[config.mk]
export PLATFORM = sky130hd
export DESIGN_NAME = vehicle_dashboard_tick_conditioner
export DESIGN_NICKNAME = d
export VERILOG_FILES = /design/src/rtl/core/vdtc_pkg.sv /design/src/rtl/core/vehicle_dashboard_tick_conditioner.sv
export SDC_FILE = /design/constraint.sdc
export NUM_CORES = 1
export LEC_CHECK = 0
export BUFFER_PORTS_ARGS = -buffer_cell sky130_fd_sc_hd__buf_2
export CORE_MARGIN = 8
export CORE_UTILIZATION = 55
export DETAILED_ROUTE_END_ITERATION = 8
export PLACE_DENSITY = 0.76
export SETUP_SLACK_MARGIN = 0.2
export SYNTH_ARGS = -nofsm -noshare
export SYNTH_HDL_FRONTEND = slang
export SYNTH_SLANG_ARGS = --single-unit
[constraint.sdc]
create_clock -name clk -period 5.84 [get_ports clk]
set_clock_uncertainty 0.1 [all_clocks]
set_input_delay 1.168 -clock clk [delete_from_list [all_inputs] [get_ports clk]]
set_output_delay 1.168 -clock clk [all_outputs]
set_load 0.05 [all_outputs]
[src/rtl/core/vdtc_pkg.sv]
`timescale 1ns / 1ps
`default_nettype none

package vdtc_pkg;

  // Input action codes
  typedef enum logic [1:0] {
    ACT_SPEED_PULSE  = 2'd0,
    ACT_ENGINE_PULSE = 2'd1,
    ACT_TICK         = 2'd2,
    ACT_UNUSED       = 2'd3
  } action_t;

  // Configuration register indexes
  typedef enum logic [1:0] {
    REG_SPEED_GAIN   = 2'd0,
    REG_SPEED_WINDOW = 2'd1,
    REG_FUEL_WINDOW  = 2'd2,
    REG_FUEL_LIMIT   = 2'd3
  } reg_index_t;

  localparam int GainWidth    = 20;
  localparam int GainFracBits = 16;
  localparam int CountWidth   = 8;
  localparam int LevelWidth   = 4;
  localparam int InDataWidth  = 8;
  localparam int OutDataWidth = 24;

  localparam logic [GainWidth-1:0]  GainReset       = 20'd92647;
  localparam logic [CountWidth-1:0] SpeedWinReset   = 8'd2;
  localparam logic [CountWidth-1:0] FuelWinReset    = 8'd10;
  localparam logic [CountWidth-1:0] FuelLimitReset  = 8'd5;
  localparam logic [CountWidth-1:0] CountMax        = 8'd255;
  localparam logic [LevelWidth-1:0] LevelMax        = 4'd8;

  // One dashboard record
  typedef struct packed {
    logic                  stabilizer;
    logic [1:0]            gear_code;
    logic                  fuel_reserve;
    logic                  speed_updated;
    logic [CountWidth-1:0] speed_kmh;
    logic [LevelWidth-1:0] rpm_level;
  } result_t;

  // Engine pulse count to bar level (n-9 in the middle band, 12 to 16)
  function automatic logic [LevelWidth-1:0] bar_level(input logic [CountWidth-1:0] n);
    logic [LevelWidth-1:0] lvl;
    if (n <= 8'd6) begin
      lvl = 4'd0;
    end else if (n <= 8'd9) begin
      lvl = 4'd1;
    end else if (n <= 8'd11) begin
      lvl = 4'd2;
    end else if (n >= 8'd17) begin
      lvl = LevelMax;
    end else begin
      lvl = LevelWidth'(n - 8'd9);
    end
    return lvl;
  endfunction

endpackage

`default_nettype wire

[src/rtl/core/vehicle_dashboard_tick_conditioner.sv]
// Dashboard tick conditioner. Speed-pulse, engine-pulse and tick events arrive
// on the s_ stream, one transfer per cycle at full rate while s_tready is high.
// Pulse events only bump saturating counters and produce nothing; each tick
// produces one dashboard record, registered on the m_ stream. The counter logic
// and the 8x20 speed multiplier take each event as accepted, so the block
// sustains one event per clock while s_tready is high. A two-entry output buffer
// (output register plus skid register) lets input flow through a downstream
// stall until the skid fills; s_tready drops only while the skid register is
// occupied. The user must write configuration registers through cfg_we/cfg_addr/
// cfg_wdata only while the block is idle; the block does not enforce this.
`timescale 1ns / 1ps
`default_nettype none

module vehicle_dashboard_tick_conditioner (
  input  wire logic                              clk,
  input  wire logic                              rst,
  // cfg_addr: 0 speed_gain, 1 speed_window_ticks, 2 fuel_window, 3 fuel_enter_limit
  input  wire logic                              cfg_we,
  input  wire logic [1:0]                        cfg_addr,
  input  wire logic [vdtc_pkg::GainWidth-1:0]    cfg_wdata,
  input  wire logic                              s_tvalid,
  output logic                                   s_tready,
  // s_tdata: action[1:0], fuel_pin[2], gear_pin_one[3], gear_pin_two[4],
  // stabilizer_pin[5], zero[7:6]
  input  wire logic [vdtc_pkg::InDataWidth-1:0]  s_tdata,
  output logic                                   m_tvalid,
  input  wire logic                              m_tready,
  // m_tdata: rpm_level[3:0], speed_kmh[11:4], speed_updated[12],
  // fuel_reserve[13], gear_code[15:14], stabilizer[16], zero[23:17]
  output logic [vdtc_pkg::OutDataWidth-1:0]      m_tdata
);
  import vdtc_pkg::*;

  localparam int ProdWidth = CountWidth + GainWidth;

  // Configuration
  logic [GainWidth-1:0]  speed_gain;
  logic [CountWidth-1:0] speed_window_ticks;
  logic [CountWidth-1:0] fuel_window;
  logic [CountWidth-1:0] fuel_enter_limit;

  // Event state
  logic [CountWidth-1:0] engine_pulse_count;
  logic [CountWidth-1:0] speed_pulse_count;
  logic [CountWidth-1:0] speed_tick_count;
  logic [CountWidth-1:0] speed_value;
  logic [CountWidth-1:0] fuel_sample_count;
  logic [CountWidth-1:0] fuel_high_count;
  logic                  reserve_flag;

  // Output buffer
  result_t out_data;
  result_t skid_data;
  logic    skid_valid;

  // Input decode
  action_t in_action;
  logic    in_fuel;
  logic    in_accept;
  logic    tick_accept;

  assign in_action   = action_t'(s_tdata[1:0]);
  assign in_fuel     = s_tdata[2];
  assign s_tready    = !skid_valid;
  assign in_accept   = s_tvalid && s_tready;
  assign tick_accept = in_accept && (in_action == ACT_TICK);

  // Speed window
  logic [CountWidth-1:0] speed_tick_next;
  logic                  speed_close;
  logic [ProdWidth-1:0]  speed_prod;
  logic [ProdWidth-GainFracBits-1:0] speed_whole;
  logic [CountWidth-1:0] speed_new;

  assign speed_tick_next = speed_tick_count + 8'd1;
  assign speed_close     = speed_tick_next >= speed_window_ticks;
  assign speed_prod      = ProdWidth'(speed_pulse_count) * ProdWidth'(speed_gain);
  assign speed_whole     = speed_prod[ProdWidth-1:GainFracBits];
  assign speed_new       = (speed_whole > (ProdWidth-GainFracBits)'(CountMax)) ?
                           CountMax : speed_whole[CountWidth-1:0];

  // Fuel qualification window
  logic [CountWidth-1:0] fuel_sample_next;
  logic [CountWidth-1:0] fuel_high_next;
  logic                  fuel_close;
  logic                  reserve_next;

  assign fuel_sample_next = fuel_sample_count + 8'd1;
  assign fuel_high_next   = fuel_high_count + CountWidth'(in_fuel);
  assign fuel_close       = fuel_sample_next >= fuel_window;

  always_comb begin
    reserve_next = reserve_flag;
    if (fuel_close) begin
      if (!reserve_flag) begin
        reserve_next = fuel_high_next <= fuel_enter_limit;
      end else if (fuel_high_next == fuel_sample_next) begin
        reserve_next = 1'b0;
      end
    end
  end

  // Record for this tick
  result_t res;

  always_comb begin
    res.rpm_level     = bar_level(engine_pulse_count);
    res.speed_kmh     = speed_close ? speed_new : speed_value;
    res.speed_updated = speed_close;
    res.fuel_reserve  = reserve_next;
    res.gear_code     = {s_tdata[4], s_tdata[3]};
    res.stabilizer    = s_tdata[5];
  end

  // Configuration writes
  always_ff @(posedge clk) begin
    if (rst) begin
      speed_gain         <= GainReset;
      speed_window_ticks <= SpeedWinReset;
      fuel_window        <= FuelWinReset;
      fuel_enter_limit   <= FuelLimitReset;
    end else if (cfg_we) begin
      unique case (reg_index_t'(cfg_addr))
        REG_SPEED_GAIN:   speed_gain         <= cfg_wdata;
        REG_SPEED_WINDOW: speed_window_ticks <= cfg_wdata[CountWidth-1:0];
        REG_FUEL_WINDOW:  fuel_window        <= cfg_wdata[CountWidth-1:0];
        REG_FUEL_LIMIT:   fuel_enter_limit   <= cfg_wdata[CountWidth-1:0];
        default: ;
      endcase
    end
  end

  // Counter and flag updates per accepted event
  always_ff @(posedge clk) begin
    if (rst) begin
      engine_pulse_count <= '0;
      speed_pulse_count  <= '0;
      speed_tick_count   <= '0;
      speed_value        <= '0;
      fuel_sample_count  <= '0;
      fuel_high_count    <= '0;
      reserve_flag       <= 1'b0;
    end else if (in_accept) begin
      unique case (in_action)
        ACT_SPEED_PULSE: begin
          if (speed_pulse_count != CountMax) speed_pulse_count <= speed_pulse_count + 8'd1;
        end
        ACT_ENGINE_PULSE: begin
          if (engine_pulse_count != CountMax) engine_pulse_count <= engine_pulse_count + 8'd1;
        end
        ACT_TICK: begin
          engine_pulse_count <= '0;
          if (speed_close) begin
            speed_value       <= speed_new;
            speed_pulse_count <= '0;
            speed_tick_count  <= '0;
          end else begin
            speed_tick_count  <= speed_tick_next;
          end
          reserve_flag <= reserve_next;
          if (fuel_close) begin
            fuel_sample_count <= '0;
            fuel_high_count   <= '0;
          end else begin
            fuel_sample_count <= fuel_sample_next;
            fuel_high_count   <= fuel_high_next;
          end
        end
        default: ;
      endcase
    end
  end

  // Output register with skid stage
  always_ff @(posedge clk) begin
    if (rst) begin
      m_tvalid   <= 1'b0;
      skid_valid <= 1'b0;
    end else if (!m_tvalid || m_tready) begin
      m_tvalid   <= skid_valid || tick_accept;
      skid_valid <= 1'b0;
    end else if (tick_accept) begin
      skid_valid <= 1'b1;
    end
  end

  always_ff @(posedge clk) begin
    if (!m_tvalid || m_tready) begin
      out_data <= skid_valid ? skid_data : res;
    end else if (tick_accept) begin
      skid_data <= res;
    end
  end

  assign m_tdata = {(OutDataWidth - $bits(result_t))'(0), out_data};

  // Checks
  a_skid_implies_out : assert property (@(posedge clk) disable iff (rst)
    skid_valid |-> m_tvalid)
    else $error("skid register occupied while output register empty");

  a_engine_cleared : assert property (@(posedge clk) disable iff (rst)
    tick_accept |=> engine_pulse_count == '0)
    else $error("engine pulse count not cleared by tick");

  a_speed_window : assert property (@(posedge clk) disable iff (rst)
    (tick_accept && speed_close) |=> (speed_tick_count == '0 && speed_pulse_count == '0))
    else $error("speed window not restarted");

  a_level_range : assert property (@(posedge clk) disable iff (rst)
    m_tvalid |-> out_data.rpm_level <= LevelMax)
    else $error("rpm level out of range");

  a_no_result_on_pulse : assert property (@(posedge clk) disable iff (rst)
    (in_accept && in_action != ACT_TICK && !m_tvalid && !skid_valid) |=> !m_tvalid)
    else $error("result produced for a pulse event");

endmodule

`default_nettype wire

==> flow_summary.ini <==
[die]
die_x_um = 158
io_pins = 61
dieArea_sq_um = 24800
core_region_area_sq_um = 19600
core.rowCount = 51
start_util = 0.562
die_y_um = 158

[global_routing]
grt_use_total = 0.211
grt_pass1_wl_um = 42300
grt_overflow = 0
grt_max_degree = 44
antenna_found_initial = 0
grt_pass1_vias = 9000

[synth]
synthTopCellsByArea = fa_1, dfxtp_1, edfxtp_1, ha_1, and2_1
synth_area_sq_um = 11000
synth_edf_count = 34
yosysTopAreaCell = fa_1
syn_avg_cell_area_sq_um = 8.74
yosysMostFrequentCell = nand2_1
synth_top_family_by_area = adder cells
synthAdderAreaFrac = 0.283
synth_async_sr_flop_share = 0
ys.flop_type = dfxtp_1
synth-compound-area-share = 0.108
synth-xor-area-share = 0.0350
synth.distinct_cells = 62
yosys_warnings = 0
yosysTopAreaCellShare = 0.194
ys_seq_area_frac = 0.265
yosys.area_share.simple = 0.224
yosys-top-cells-count = nand2_1, inv_1, and2_1
netlist_instances = 1261
synthMuxAreaShare = 0.00704
yosys_register_bits = 129

[layout]
largest_register = speed_gain
largest_register_ffs = 20
area_delta_synth_final_pct = 17.8
nNetsFinal = 1565
num_antenna_cells = 0
fill_cells = 1554
drive_above_1_share = 0.166

[worst_setup_path]
crit_path_max_incr_delay_ns = 0.56
crit_start = speed_pulse_count[7]
crit_path_end_kind = register
cp_num_buf_inv = 5
regToRegStartpoint = speed_pulse_count[7]
worst_path_max_delay_cell = fa_1
reg2reg_slack_ns = 0.31
criticalPathCategory = reg2reg
critPathCapture = m_tdata[8]
crit_chain = buf_12 -> and2_4 -> fa_1 -> fa_1 -> fa_1 -> inv_2 -> fa_1 -> inv_2 -> ha_4 -> nand4_1 -> a211oi_2 -> a31oi_2 -> o31ai_4 -> a31oi_4 -> xnor2_4 -> nor4_4 -> buf_4 -> buf_12 -> a31oi_1
crit_fanout = 8
cp_common_cell = fa_1
cp.arrival_ns = 5.58
critPathRequiredTime_ns = 5.89
reg2reg_to = m_tdata[8]
cp_top_family = adder cells
worstSetupStartpointType = register
cp.depth = 19
reg2reg_depth = 19

[sta]
layout_setup_ws_ns = 0.306
max_clock_freq_ghz = 0.181
finalHoldViolations = 0
slew_headroom = 0.203
rsz0062_at_grt = yes
fin_crit_sh = 0.948
min_period_ns = 5.53
whs_ns = 0.355
finalSetupViolCount = 0
slew_violations = 0
worst_pin_slew_ns = 1.19

[clocking]
worstSkewPairLatency_ns = 0.42
cts_buffers = 17
path_clk_slew_ns = 0.06
cts_root_buffer = clkbuf_16
cts_num_sinks = 129
tritoncts = yes
clock_path_buffers = 2
cts_hold_buf = 0
htreeDepth = 4

[placement]
dpl.hpwl_um = 19200
place_ws_ns = -0.00956
place_congestion = 0.865
io_buffers = 51

[detailed_routing]
routedWlPerCell_um = 16.3
via_per_inst = 5.46
vias = 8867
wl_met2_um = 13200
ant_nets = 0
wl_met1_um = 11200
drt-total-wl_um = 26400
drc = 0
top_layer = met4
drt-initial-drc-count = 493
route.met3.wl_um = 1230
drtPass1Iterations = 5

[run_status]
status = finished, final reports clean

[run]
max_cap_viol_count = 0

[power_and_ir_drop]
cellLeakagePower_nw = 6.21
ir_drop_mv = 0.208
p_per_area_nw_per_um2 = 180
p_total_mw = 2.34

[hold_path]
min_path_type = reg2reg
==> layout make-up <==
cell class	instances	area, sq um	area share
Sequential cell	129	2950	0.228
Clock inverter	15	189	0.0146
Inverter	161	604	0.0466
Clock buffer	17	425	0.0328
Tap cell	265	332	0.0255
Timing Repair Buffer	117	881	0.0679
Multi-Input combinational cell	919	7590	0.585
==> placed cells by master, fill, tap and decap left out, drive strengths merged, types with 3 or more instances in the layout <==
| cell | n |
|---|---|
| nand2 | 183 |
| inv | 171 |
| and2 | 121 |
| buf | 114 |
| fa | 107 |
| dfxtp | 95 |
| ha | 78 |
| a21oi | 61 |
| nor2 | 54 |
| o21ai | 47 |
| edfxtp | 34 |
| xor2 | 31 |
| nand3 | 23 |
| a21o | 20 |
| clkbuf | 20 |
| nand2b | 17 |
| nand3b | 16 |
| nand4 | 15 |
| xnor2 | 13 |
| and3 | 12 |
| a31oi | 12 |
| or3 | 9 |
| nor3 | 9 |
| conb | 7 |
| a211oi | 7 |
| o31ai | 7 |
| nor4 | 7 |
| mux2 | 6 |
| o21a | 5 |
| nor3b | 5 |
| nor2b | 4 |
| a211o | 4 |
| or2 | 4 |
| o211ai | 4 |
| a311oi | 3 |
==> per-stage QoR <==
stage | std cells | cell area (sq um) | util | setup TNS, ns
finish | 1623 | 13000 | 0.663 | 0
global route | 1623 | 13000 | 0.663 | 0
CTS | 1612 | 12500 | 0.637 | 0
detailed placement | 1580 | 11800 | 0.605 | -0.00956
global placement | 1580 | 11800 | 0.605 | -0.00223
floorplan | 1267 | 11000 | - | 0
==> cell families (layout without fill, tap and decap cells) <==
kind of cell / Yosys count / in the layout
xor+xnor: 44 / 44
compound gates: 190 / 190
fa+ha+maj: 185 / 185
buf+inv: 219 / 310
mux: 7 / 7
flops: 129 / 129
simple gates: 486 / 486
other cells: 1 / 7
==> layer usage <==
metal	global-route usage	vias up
met5	0	-
met1	0.260	4315
met4	0.0630	0
met2	0.370	217
li1	-	4279
met3	0.0400	56
==> power by group <==
group / switching [mW] / total [mW] / internal, mW / leakage (nW)
clock: 0.452 / 1.10 / 0.652 / 0.302
sequential: 0.0243 / 0.970 / 0.946 / 1.14
combinational: 0.173 / 0.264 / 0.0910 / 4.77
==> timing repair <==
action / CTS / global route
setup endpoints to repair: 24 / 24
gates resized for setup: 11 / 69
cloned: 0 / 3
setup buffers: 0 / 8
pin swaps: 0 / 44
==> worst min path at each step <==
stage                     cells past startpoint  slack [ns]             startpoint                     to
final                                         2        0.36    fuel_enter_limit[1]    fuel_enter_limit[1]
after global routing                          2        0.38  speed_window_ticks[5]  speed_window_ticks[5]
after CTS                                     2        0.36  speed_window_ticks[6]  speed_window_ticks[6]
after detailed placement                      2        0.35  speed_window_ticks[6]  speed_window_ticks[6]
after global placement                        2        0.34     fuel_high_count[0]     fuel_high_count[0]
after floorplan                               2        0.33     fuel_high_count[0]     fuel_high_count[0]
==> worst register-to-register path, stage by stage (launching register included) <==
cell and delay, ns:
dfxtp_4 0.38, buf_12 0.14, and2_4 0.15, fa_1 0.56
fa_1 0.43, fa_1 0.51, inv_2 0.04, fa_1 0.52
inv_2 0.05, ha_4 0.27, nand4_1 0.24, a211oi_2 0.29
a31oi_2 0.17, o31ai_4 0.39, a31oi_4 0.17, xnor2_4 0.21
nor4_4 0.27, buf_4 0.17, buf_12 0.12, a31oi_1 0.08
Power figures use the tool's default switching activity.
